==> src/rtl/core/tbc_pkg.sv <==
// ----------------------------------------------------------------------------
// tbc_pkg: shared types and constants of the thermistor converter
// Widths, fixed-point constants, class codes and helper functions.
// ----------------------------------------------------------------------------
`default_nettype none
package tbc_pkg;

  localparam int SAMPLE_W = 16;
  localparam int VOLT_W   = 16;
  localparam int BETA_W   = 16;
  localparam int RES_W    = 24;
  localparam int DATA_W   = 24;
  localparam int INDEX_W  = 8;
  localparam int PROD_W   = VOLT_W + RES_W;   // num and den products
  localparam int EXP_W    = 6;                // msb index of a PROD_W value
  localparam int LOG_FRAC = 24;
  localparam int MANT_FRAC = 30;
  localparam int MANT_W   = MANT_FRAC + 1;
  localparam int LOG_W    = EXP_W + LOG_FRAC;
  localparam int LOG2_LAT = LOG_FRAC + 2;     // lzc, normalise, squarings
  localparam int LN_W     = LOG_W + 1;        // signed ln in Q24
  localparam int DSUM_W   = 49;
  localparam int DD_W     = DSUM_W - 1;
  localparam int NUM_W    = 55;               // 29815*B << 24
  localparam int DIV_W    = 60;
  localparam int KINT_W   = 10;
  localparam int STATUS_W = 2;
  localparam int QUEUE_DEPTH = 2;
  localparam int DEF_OUT_FRAC_BITS = 8;

  localparam logic [31:0] LN2_Q32     = 32'd2977044472;
  localparam logic [14:0] T0_X100     = 15'd29815;
  localparam logic [6:0]  BETA_SCALE  = 7'd100;
  localparam longint      ZERO_C_X100 = 27315;
  localparam logic [KINT_W-1:0] KELVIN_CAP = 10'd1000;

  localparam logic [INDEX_W-1:0] REG_SUPPLY  = 8'd0;
  localparam logic [INDEX_W-1:0] REG_BETA    = 8'd1;
  localparam logic [INDEX_W-1:0] REG_SERIES  = 8'd2;
  localparam logic [INDEX_W-1:0] REG_NOMINAL = 8'd3;

  localparam logic [VOLT_W-1:0] SUPPLY_RESET  = 16'd3300;
  localparam logic [BETA_W-1:0] BETA_RESET    = 16'd3950;
  localparam logic [RES_W-1:0]  SERIES_RESET  = 24'd10;
  localparam logic [RES_W-1:0]  NOMINAL_RESET = 24'd10;

  // Classification of a sample, refined in the back end.
  localparam logic [1:0] CLS_OK    = 2'd0;
  localparam logic [1:0] CLS_RANGE = 2'd1;
  localparam logic [1:0] CLS_MAX   = 2'd2;
  localparam logic [1:0] CLS_MIN   = 2'd3;

  localparam logic [STATUS_W-1:0] ST_OK    = 2'd0;
  localparam logic [STATUS_W-1:0] ST_RANGE = 2'd1;
  localparam logic [STATUS_W-1:0] ST_SAT   = 2'd2;

  typedef struct packed {
    logic [1:0]        cls;
    logic [PROD_W-1:0] num;
    logic [PROD_W-1:0] den;
  } item_t;

  typedef struct packed {
    logic [VOLT_W-1:0] supply;
    logic [BETA_W-1:0] beta;
    logic [RES_W-1:0]  series;
    logic [RES_W-1:0]  nominal;
  } cfg_t;

  // Index of the most significant set bit (zero for a zero input).
  function automatic logic [EXP_W-1:0] msb_index(input logic [PROD_W-1:0] x);
    logic [EXP_W-1:0] idx;
    idx = '0;
    for (int i = 0; i < PROD_W; i++) begin
      if (x[i]) idx = EXP_W'(i);
    end
    return idx;
  endfunction

endpackage
`default_nettype wire

==> src/rtl/core/tbc_front.sv <==
// ----------------------------------------------------------------------------
// tbc_front: sample intake and classification
// Registers a sample, forms the divider products and sorts out special cases.
// ----------------------------------------------------------------------------
`default_nettype none
module tbc_front (
  input  wire logic                          clk,
  input  wire logic                          rst,
  input  wire logic                          push,
  output logic                               full,
  input  wire logic [tbc_pkg::SAMPLE_W-1:0]  sample_millivolts,
  input  wire tbc_pkg::cfg_t                 cfg,
  output logic                               q_push,
  output tbc_pkg::item_t                     q_item,
  input  wire logic                          q_full
);

  logic                         valid;
  logic                         valid_next;
  logic [tbc_pkg::SAMPLE_W-1:0] v;
  logic [tbc_pkg::VOLT_W-1:0]   diff;
  logic                         accept;

  assign full   = valid && q_full;
  assign accept = push && !full;
  assign q_push = valid && !q_full;

  always_comb begin
    valid_next = valid;
    if (accept) begin
      valid_next = 1'b1;
    end else if (q_push) begin
      valid_next = 1'b0;
    end
  end

  always_ff @(posedge clk) begin
    if (rst) begin
      valid <= 1'b0;
    end else begin
      valid <= valid_next;
    end
  end

  always_ff @(posedge clk) begin
    if (accept) begin
      v <= sample_millivolts;
    end
  end

  always_comb begin
    diff       = cfg.supply - v;
    q_item.num = tbc_pkg::PROD_W'(diff) * tbc_pkg::PROD_W'(cfg.series);
    q_item.den = tbc_pkg::PROD_W'(v) * tbc_pkg::PROD_W'(cfg.nominal);
    // Range error wins over the zero-resistance cases.
    if (v == '0 || v >= cfg.supply) begin
      q_item.cls = tbc_pkg::CLS_RANGE;
    end else if (q_item.num == '0) begin
      q_item.cls = tbc_pkg::CLS_MAX;
    end else if (q_item.den == '0) begin
      q_item.cls = tbc_pkg::CLS_MIN;
    end else begin
      q_item.cls = tbc_pkg::CLS_OK;
    end
  end

endmodule
`default_nettype wire

==> config.mk <==
export PLATFORM = sky130hd
export DESIGN_NAME = tbc_front
export DESIGN_NICKNAME = d
export VERILOG_FILES = /design/src/rtl/core/tbc_pkg.sv /design/src/rtl/core/tbc_front.sv
export SDC_FILE = /design/constraint.sdc
export NUM_CORES = 2
export LEC_CHECK = 0
export BUFFER_PORTS_ARGS = -buffer_cell sky130_fd_sc_hd__buf_4
export CAP_MARGIN = 0
export CELL_PAD_IN_SITES_DETAIL_PLACEMENT = 0
export CELL_PAD_IN_SITES_GLOBAL_PLACEMENT = 1
export CORE_ASPECT_RATIO = 0.6
export CORE_MARGIN = 1.5
export CORE_UTILIZATION = 50
export CTS_BUF_LIST = sky130_fd_sc_hd__clkbuf_8
export DETAILED_ROUTE_END_ITERATION = 6
export PLACE_DENSITY = 0.85
export SETUP_SLACK_MARGIN = 0.15
export SLEW_MARGIN = 10
export SYNTH_ARGS = -nofsm -noshare
export SYNTH_HDL_FRONTEND = slang
export SYNTH_SLANG_ARGS = --single-unit
==> constraint.sdc <==
create_clock -name clk -period 14.8 [get_ports clk]
set_input_delay 1.48 -clock clk [delete_from_list [all_inputs] [get_ports clk]]
set_output_delay 1.48 -clock clk [all_outputs]
set_load 0.05 [all_outputs]
==> results.yml <==
floorplanning:
  die_w_um: 304
  rows: 65
  io_pins: 184
  die_area_um2: 55800
  die-height_um: 184
  initial_core_util_pct: 51.2
  core-area_um2: 53100
place:
  portBuffers: 167
  gp_congestion: 0.951
  dp_hpwl_um: 64300
  dp_slack_ns: 1.72
  placed_area_um2: 29100
run:
  maxCapViolCount: 0
critical_path:
  worst_ep_arrival_time_ns: 11.70
  critical_path.slowest_cell: "or4_1"
  critPathMaxStageDelay_ns: 0.62
  crit_required_ns: 13.32
  start_kind: "primary input"
  path_max_fanout: 24
  worst-setup-path-type: "in2out"
  worst_setup_path_end_kind: "output port"
timing:
  tightest_slew_ns: 1.19
  period_needed_ns: 13.18
  setup_viol: 0
  finalHoldViolCount: 0
  rsz0062_at_grt: "false"
  slew_headroom_pct: 20.1
  finalCritPeriodShare_pct: 89.0
  timing.fmax_mhz: 75.9
  slew_violations: 0
  clock_skew_ns: 0.00257
  finalWorstSetupSlack_ns: 1.62
  whs_ns: 0.637
  setup_tns_ns: 0
synth:
  synth_top_area_share_pct: 45.2
  syn-num-nets: 4167
  ys.flop_type: "edfxtp_1"
  synth_top_cell_by_area: "fa_1"
  ys_seq_area_share_pct: 1.84
  async_flop_share_pct: 0
  ys_warn_count: 0
  synth_area_um2: 27200
  synth-edff-count: 16
  syn_avg_cell_area_um2: 8.46
  ys_ff_latch: 17
  synth_cells: 3213
  yosysUniqueCellTypes: 95
  synth_top_cells_by_area: "fa_1, ha_1, inv_1"
drt:
  wl_um: 78700
  drc: 0
  vias: 22400
  ant_nets: 0
  wire_per_inst_um: 19.8
  drt-initial-drc-count: 1802
  via_per_inst: 5.63
  dr.pass1.iters: 5
clock_network:
  clk_latency_ns: 0.26
  cts-root-buf: "clkbuf_8"
  numCtsBuffers: 3
  hold_buffers: 0
  cts_resized: 0
  h-tree-depth: 1
  post_cts_buffers: 0
  cts_tree: "done"
  cts.sinks: 17
  cts_buffer_depth: 2
  path_clk_slew_ns: 0.07
outcome:
  status: "completed"
final_layout:
  final_common_cell: "inv_1"
  design_area_um2: 29100
  final_net_count: 4224
  mostFrequentLayoutCells: "inv_1, fa_1, nand2_1"
  areaGrowthSynthToFinish_pct: 7.14
  drive_gt1_share_pct: 7.49
global_routing:
  grt_pass1_vias: 23100
  overflow: 0
  grt_start_max_net_pins: 28
  grt_pass1_wl_um: 127000
  grt_use_total_pct: 28.9
  grt_antenna_before_repair: 1
worst_hold_path:
  hold_path.class: "reg2reg"
[cells by family after synthesis]
family | Yosys count | share of synthesized area [%]
AND/OR/NAND/NOR | 1077 | 19.3
buffers and inverters | 880 | 12.2
adder cells (fa/ha/maj) | 854 | 56.2
AO/OA/AOI/OAI | 314 | 8.04
XOR/XNOR | 67 | 2.16
flip-flops | 17 | 1.84
multiplexers | 4 | 0.147
[metrics by stage]
step / util (%) / std cells
floorplan: - / 3213
global placement: 54.7 / 3968
detailed placement: 54.7 / 3968
CTS: 54.8 / 3972
global route: 54.8 / 3973
finish: 54.8 / 3974
[layer usage]
layer	GRT usage (%)	routed length, um	up-vias
met5	0	0	-
met4	5.73	1690	0
met3	4.40	6830	72
met2	42.9	33300	959
met1	44.6	36900	11500
li1	-	-	9845
[layout make-up]
type                    instances  area (um^2)
diodes                          2         5.00
clock buffers                   3         41.3
clock inverters                 1         5.00
fillers                      5006        24000
inverters                     737         2770
multi-input cells            2316        23500
flip-flops and latches         17          500
well taps                     703          880
repair buffers                195         1460
[Yosys cell counts, types with 13 or more instances]
library cell / number
nand4_1: 17
xnor2_1: 35
and2_1: 283
and3_1: 13
o211ai_1: 13
a21o_1: 25
xor2_1: 32
fa_1: 613
a21oi_1: 81
nand3_1: 28
inv_1: 736
ha_1: 241
nand2b_1: 21
nor2_1: 71
o21ai_0: 54
nor3_1: 20
edfxtp_1: 16
nand2_1: 543
a211oi_1: 15
nor2b_1: 16
clkbuf_1: 134
nor4_1: 15
[worst paths after layout]
kind	cells after the start	slack, ns	endpoint	start
setup / recovery	38	1.62	q_item[81]	cfg[64]
setup reg to reg	3	13.67	v[1]$_DFFE_PP_	valid$_SDFFE_PP0P_
hold reg to reg	3	0.64	valid$_SDFFE_PP0P_	valid$_SDFFE_PP0P_
hold / removal	3	0.64	valid$_SDFFE_PP0P_	valid$_SDFFE_PP0P_
[critical path, delay by kind of cell]
family	cells	cell delay (ns)
XOR/XNOR	2	0.32
adder cells (fa/ha/maj)	9	3.79
AND/OR/NAND/NOR	7	2.12
AO/OA/AOI/OAI	11	2.97
buffers and inverters	9	0.98
[registers in the layout (all words and copies together) (netlist names)]
name,flops
v,16
valid,1
Power is not shown: default switching activity piles up to over one toggle a cycle in this logic, so the estimate is an artifact.
