[config.mk]
export PLATFORM = sky130hd
export DESIGN_NAME = tbc_queue
export DESIGN_NICKNAME = d
export VERILOG_FILES = /design/src/rtl/core/tbc_pkg.sv /design/src/rtl/core/tbc_queue.sv
export SDC_FILE = /design/constraint.sdc
export NUM_CORES = 1
export LEC_CHECK = 0
export ABC_CLOCK_PERIOD_IN_PS = 8300
export BUFFER_PORTS_ARGS = -buffer_cell sky130_fd_sc_hd__buf_2
export CAP_MARGIN = 10
export CORE_MARGIN = 8
export CORE_UTILIZATION = 50
export CTS_CLUSTER_DIAMETER = 50
export DETAILED_ROUTE_END_ITERATION = 12
export PLACE_DENSITY = 0.77
export SYNTH_ARGS = -nofsm -noshare
export SYNTH_HDL_FRONTEND = slang
export SYNTH_SLANG_ARGS = --single-unit
export TNS_END_PERCENT = 20
[constraint.sdc]
create_clock -name clk -period 8.3 [get_ports clk]
set_input_delay 0.83 -clock clk [delete_from_list [all_inputs] [get_ports clk]]
set_output_delay 0.83 -clock clk [all_outputs]
set_load 0.05 [all_outputs]
[src/rtl/core/tbc_pkg.sv]
// ----------------------------------------------------------------------------
// tbc_pkg: shared types and constants of the thermistor converter
// Widths, fixed-point constants, class codes and helper functions.
// ----------------------------------------------------------------------------
`default_nettype none
package tbc_pkg;

  localparam int SAMPLE_W = 16;
  localparam int VOLT_W   = 16;
  localparam int BETA_W   = 16;
  localparam int RES_W    = 24;
  localparam int DATA_W   = 24;
  localparam int INDEX_W  = 8;
  localparam int PROD_W   = VOLT_W + RES_W;   // num and den products
  localparam int EXP_W    = 6;                // msb index of a PROD_W value
  localparam int LOG_FRAC = 24;
  localparam int MANT_FRAC = 30;
  localparam int MANT_W   = MANT_FRAC + 1;
  localparam int LOG_W    = EXP_W + LOG_FRAC;
  localparam int LOG2_LAT = LOG_FRAC + 2;     // lzc, normalise, squarings
  localparam int LN_W     = LOG_W + 1;        // signed ln in Q24
  localparam int DSUM_W   = 49;
  localparam int DD_W     = DSUM_W - 1;
  localparam int NUM_W    = 55;               // 29815*B << 24
  localparam int DIV_W    = 60;
  localparam int KINT_W   = 10;
  localparam int STATUS_W = 2;
  localparam int QUEUE_DEPTH = 2;
  localparam int DEF_OUT_FRAC_BITS = 8;

  localparam logic [31:0] LN2_Q32     = 32'd2977044472;
  localparam logic [14:0] T0_X100     = 15'd29815;
  localparam logic [6:0]  BETA_SCALE  = 7'd100;
  localparam longint      ZERO_C_X100 = 27315;
  localparam logic [KINT_W-1:0] KELVIN_CAP = 10'd1000;

  localparam logic [INDEX_W-1:0] REG_SUPPLY  = 8'd0;
  localparam logic [INDEX_W-1:0] REG_BETA    = 8'd1;
  localparam logic [INDEX_W-1:0] REG_SERIES  = 8'd2;
  localparam logic [INDEX_W-1:0] REG_NOMINAL = 8'd3;

  localparam logic [VOLT_W-1:0] SUPPLY_RESET  = 16'd3300;
  localparam logic [BETA_W-1:0] BETA_RESET    = 16'd3950;
  localparam logic [RES_W-1:0]  SERIES_RESET  = 24'd10;
  localparam logic [RES_W-1:0]  NOMINAL_RESET = 24'd10;

  // Classification of a sample, refined in the back end.
  localparam logic [1:0] CLS_OK    = 2'd0;
  localparam logic [1:0] CLS_RANGE = 2'd1;
  localparam logic [1:0] CLS_MAX   = 2'd2;
  localparam logic [1:0] CLS_MIN   = 2'd3;

  localparam logic [STATUS_W-1:0] ST_OK    = 2'd0;
  localparam logic [STATUS_W-1:0] ST_RANGE = 2'd1;
  localparam logic [STATUS_W-1:0] ST_SAT   = 2'd2;

  typedef struct packed {
    logic [1:0]        cls;
    logic [PROD_W-1:0] num;
    logic [PROD_W-1:0] den;
  } item_t;

  typedef struct packed {
    logic [VOLT_W-1:0] supply;
    logic [BETA_W-1:0] beta;
    logic [RES_W-1:0]  series;
    logic [RES_W-1:0]  nominal;
  } cfg_t;

  // Index of the most significant set bit (zero for a zero input).
  function automatic logic [EXP_W-1:0] msb_index(input logic [PROD_W-1:0] x);
    logic [EXP_W-1:0] idx;
    idx = '0;
    for (int i = 0; i < PROD_W; i++) begin
      if (x[i]) idx = EXP_W'(i);
    end
    return idx;
  endfunction

endpackage
`default_nettype wire

[src/rtl/core/tbc_queue.sv]
// ----------------------------------------------------------------------------
// tbc_queue: short queue between front and back end
// A small register FIFO; push and pop may happen in the same cycle.
// ----------------------------------------------------------------------------
`default_nettype none
module tbc_queue (
  input  wire logic            clk,
  input  wire logic            rst,
  input  wire logic            push,
  input  wire tbc_pkg::item_t  wdata,
  output logic                 full,
  input  wire logic            pop,
  output tbc_pkg::item_t       rdata,
  output logic                 empty
);

  localparam int PTR_W = $clog2(tbc_pkg::QUEUE_DEPTH);
  localparam int CNT_W = $clog2(tbc_pkg::QUEUE_DEPTH + 1);

  tbc_pkg::item_t   mem [tbc_pkg::QUEUE_DEPTH];
  logic [PTR_W-1:0] wptr;
  logic [PTR_W-1:0] rptr;
  logic [CNT_W-1:0] count;
  logic             do_push;
  logic             do_pop;

  assign full    = count == CNT_W'(tbc_pkg::QUEUE_DEPTH);
  assign empty   = count == '0;
  assign do_push = push && !full;
  assign do_pop  = pop && !empty;
  assign rdata   = mem[rptr];

  always_ff @(posedge clk) begin
    if (rst) begin
      wptr  <= '0;
      rptr  <= '0;
      count <= '0;
    end else begin
      if (do_push) begin
        wptr <= (wptr == PTR_W'(tbc_pkg::QUEUE_DEPTH - 1)) ? '0 : wptr + 1'b1;
      end
      if (do_pop) begin
        rptr <= (rptr == PTR_W'(tbc_pkg::QUEUE_DEPTH - 1)) ? '0 : rptr + 1'b1;
      end
      if (do_push && !do_pop) begin
        count <= count + 1'b1;
      end else if (do_pop && !do_push) begin
        count <= count - 1'b1;
      end
    end
  end

  always_ff @(posedge clk) begin
    if (do_push) begin
      mem[wptr] <= wdata;
    end
  end

  a_count_bound: assert property (@(posedge clk) disable iff (rst)
    count <= CNT_W'(tbc_pkg::QUEUE_DEPTH))
    else $error("queue count beyond depth");
  a_no_push_full: assert property (@(posedge clk) disable iff (rst)
    !(push && full))
    else $error("front pushed into a full queue");
  a_pop_moves: assert property (@(posedge clk) disable iff (rst)
    (pop && !empty && !push) |=> (count == $past(count) - 1'b1))
    else $error("queue count did not drop on a pop beat");

endmodule
`default_nettype wire

==> impl_metrics.ini <==
[die]
start_util_pct = 51.0
core_area_sq_um = 12000
core.rowCount = 40
fp.dieH_um = 127
io_pins = 170
die_area_sq_um = 16100
die_w_um = 127

[yosys]
yosys.area_share.simple_pct = 0.755
synth_top_family_by_area = multiplexers
synthAdderAreaFrac_pct = 0.204
synth-seq-cells = 169
synth_top_cells_by_area = edfxtp_1 (80%), mux2_2 (15%), dfxtp_1 (1.6%), buf_4 (0.98%), xor2_1 (0.43%)
avgSynthCellArea_sq_um = 21.9
synthCells = 280
synth_mux_area_share_pct = 15.1
synth-compound-area-share_pct = 0.408
yosysTopAreaCell = edfxtp_1
yosys_warnings = 0
yosysSeqAreaShare_pct = 82.0
netlist_area_sq_um = 6130
synth.distinct_cells = 14
synth_top_area_share_pct = 80.3
synth_xor_xnor_area_share_pct = 0.429
syn_nets = 367

[detailed_routing]
drt_pre_antenna_iters = 6
drt-total-wl_um = 11000
vias = 3085
viasPerCell = 4.98
ant_nets = 0
drc = 0
wl_per_cell_um = 17.7
detail_route.iter0.violations = 238

[sta]
final.min_clock_period_ns = 2.97
setup_tns_ns = 0
skew_ns = 0.00527
rsz0062_at_grt = no
worstMarginPinSlew_ns = 1.13
setup_slack_ns = 5.33
min_period_over_period_pct = 35.8
setup_viol = 0
slew_headroom_pct = 24.6
slew_viol_final = 0
fmax_mhz = 336
hold_viol = 0

[clock_tree]
cts_sinks = 169
post_cts_buffers = 0
clk_latency_ns = 0.40
postCtsHoldBufs = 0
cts_root_buf = clkbuf_16
clk_pin_slew_ns = 0.06
cts_resized = 0
numCtsBuffers = 17
cts_tree = done
cts-htree-levels = 4
clockBufferDepth = 2

[power_and_ir_drop]
vdd_drop_max_v = 0.000206
leakagePower_nw = 2.89
p_per_area_nw_per_um2 = 370

[final_layout]
drive_gt1_share_pct = 59.4
syn_to_final_growth_pct = 25.6
fillers = 855
multi_input_comb_area_sq_um = 1040
num-nets-final = 547
diodes = 0
layout.cell_area.non_filler_sq_um = 7700
regArea_sq_um = 5030

[global_route]
grt_max_degree = 83
gr-usage-all-layers_pct = 13.6
grt_antenna_before_repair = 0
grt_pass1_wl_um = 17000
overflow = 0
grt_pass1_vias = 3405

[status]
status = finished clean

[place]
gp_congestion = 0.698
place_hpwl_um = 7410
io_buffer_count = 169
dp_slack_ns = 5.40
dpl-instance-area_sq_um = 7110

[critical_path]
crit_path_max_fanout = 82
path_cells = mux2_2 > buf_2
critPathKind = register to primary output
cp-end-kind = primary output
worst_setup_path_start_kind = register
arrival_ns = 2.14
crit_required_ns = 7.47
cp_num_buf_inv = 1
crit_family = flip-flops
cpPeakStageDelay_ns = 1.05
critical-path-slowest-cell = dfxtp_4

[hold_path]
min_path_type = register to register

[job]
drv_cap = 0
power breakdown:
part           switching, mW  internal [mW]  leakage, nW
Combinational          0.657          0.255         1.03
Clock                  0.286          0.497        0.291
Sequential            0.0794           1.08         1.57
worst register-to-register path, stage by stage (launching register included):
cell and delay [ns]:
dfxtp_1 0.44, nor2b_2 0.09, or3_1 0.35, clkinv_2 0.47, buf_4 0.63
per-stage QoR:
step	hold slack (ns)	total power [mW]	std cells	utilization, %
3_5_place_dp	0.489	2.10	588	59.2
3_3_place_gp	0.476	2.09	588	59.2
5_1_grt	0.542	2.95	620	64.1
2_1_floorplan	0.452	1.90	280	-
4_1_cts	0.511	2.88	620	64.1
6_report	0.510	2.85	620	64.1
state kept, by name, summed over array words and instances, names as in the netlist, named ones only:
name,cells
rptr,1
count,2
wptr,1
mem,164
cell families (layout without fill, tap and decap cells):
group,count (synthesis),count (layout)
buf+inv,11,204
simple gates,9,9
compound gates,5,5
xor+xnor,3,3
fa+ha+maj,1,1
flops,169,169
mux,82,82
cells in the mapped netlist:
| cell type | number |
|---|---|
| inv_1 | 2 |
| edfxtp_1 | 164 |
| mux2_2 | 82 |
| or3_1 | 2 |
| nor2_1 | 5 |
| xor2_1 | 3 |
| nor2b_2 | 1 |
| buf_4 | 8 |
| dfxtp_1 | 5 |
| ha_1 | 1 |
| a21oi_1 | 2 |
| o21ai_0 | 3 |
| buf_2 | 1 |
| and2_1 | 1 |
path summary, 6_finish.rpt:
path                         start             endpoint  cells past startpoint  slack (ns)
min reg2reg      rptr$_SDFFE_PP0P_             register                      2        0.51
min              rptr$_SDFFE_PP0P_             register                      2        0.51
max reg2reg  count[0]$_SDFFE_PP0P_  mem[0][7]$_DFFE_PP_                      4        5.89
max                       register            rdata[54]                      2        5.33
cell type report:
class	instances	area share (%)
clock inverters	12	2.01
flip-flops and latches	169	65.3
well taps	147	2.39
multi-input cells	100	13.5
inverters	2	0.114
clock buffers	20	5.67
repair buffers	170	11.1
cell usage in the layout (no fill, tap or decap), types with 2 or more instances in the layout:
| cell | Yosys | layout |
|---|---|---|
| clkinv_1 | 0 | 4 |
| dfxtp_1 | 5 | 4 |
| mux2_2 | 82 | 82 |
| nor2_1 | 5 | 5 |
| buf_2 | 1 | 169 |
| clkinv_2 | 0 | 5 |
| or3_1 | 2 | 2 |
| a21oi_1 | 2 | 2 |
| bufinv_16 | 0 | 4 |
| xor2_1 | 3 | 3 |
| o21ai_0 | 3 | 3 |
| clkbuf_1 | 0 | 3 |
| edfxtp_1 | 164 | 164 |
| clkbuf_16 | 0 | 17 |
per-layer routing:
layer  track usage, %  share of wire, %  vias to the layer above
met5                0                 0                        -
met4             5.53               1.4                        0
met3             5.70               8.6                       15
met2             22.0                49                      109
met1             15.7                41                     1494
li1                 -                 -                     1467
Note: power is estimated with default switching activity, not from simulation.
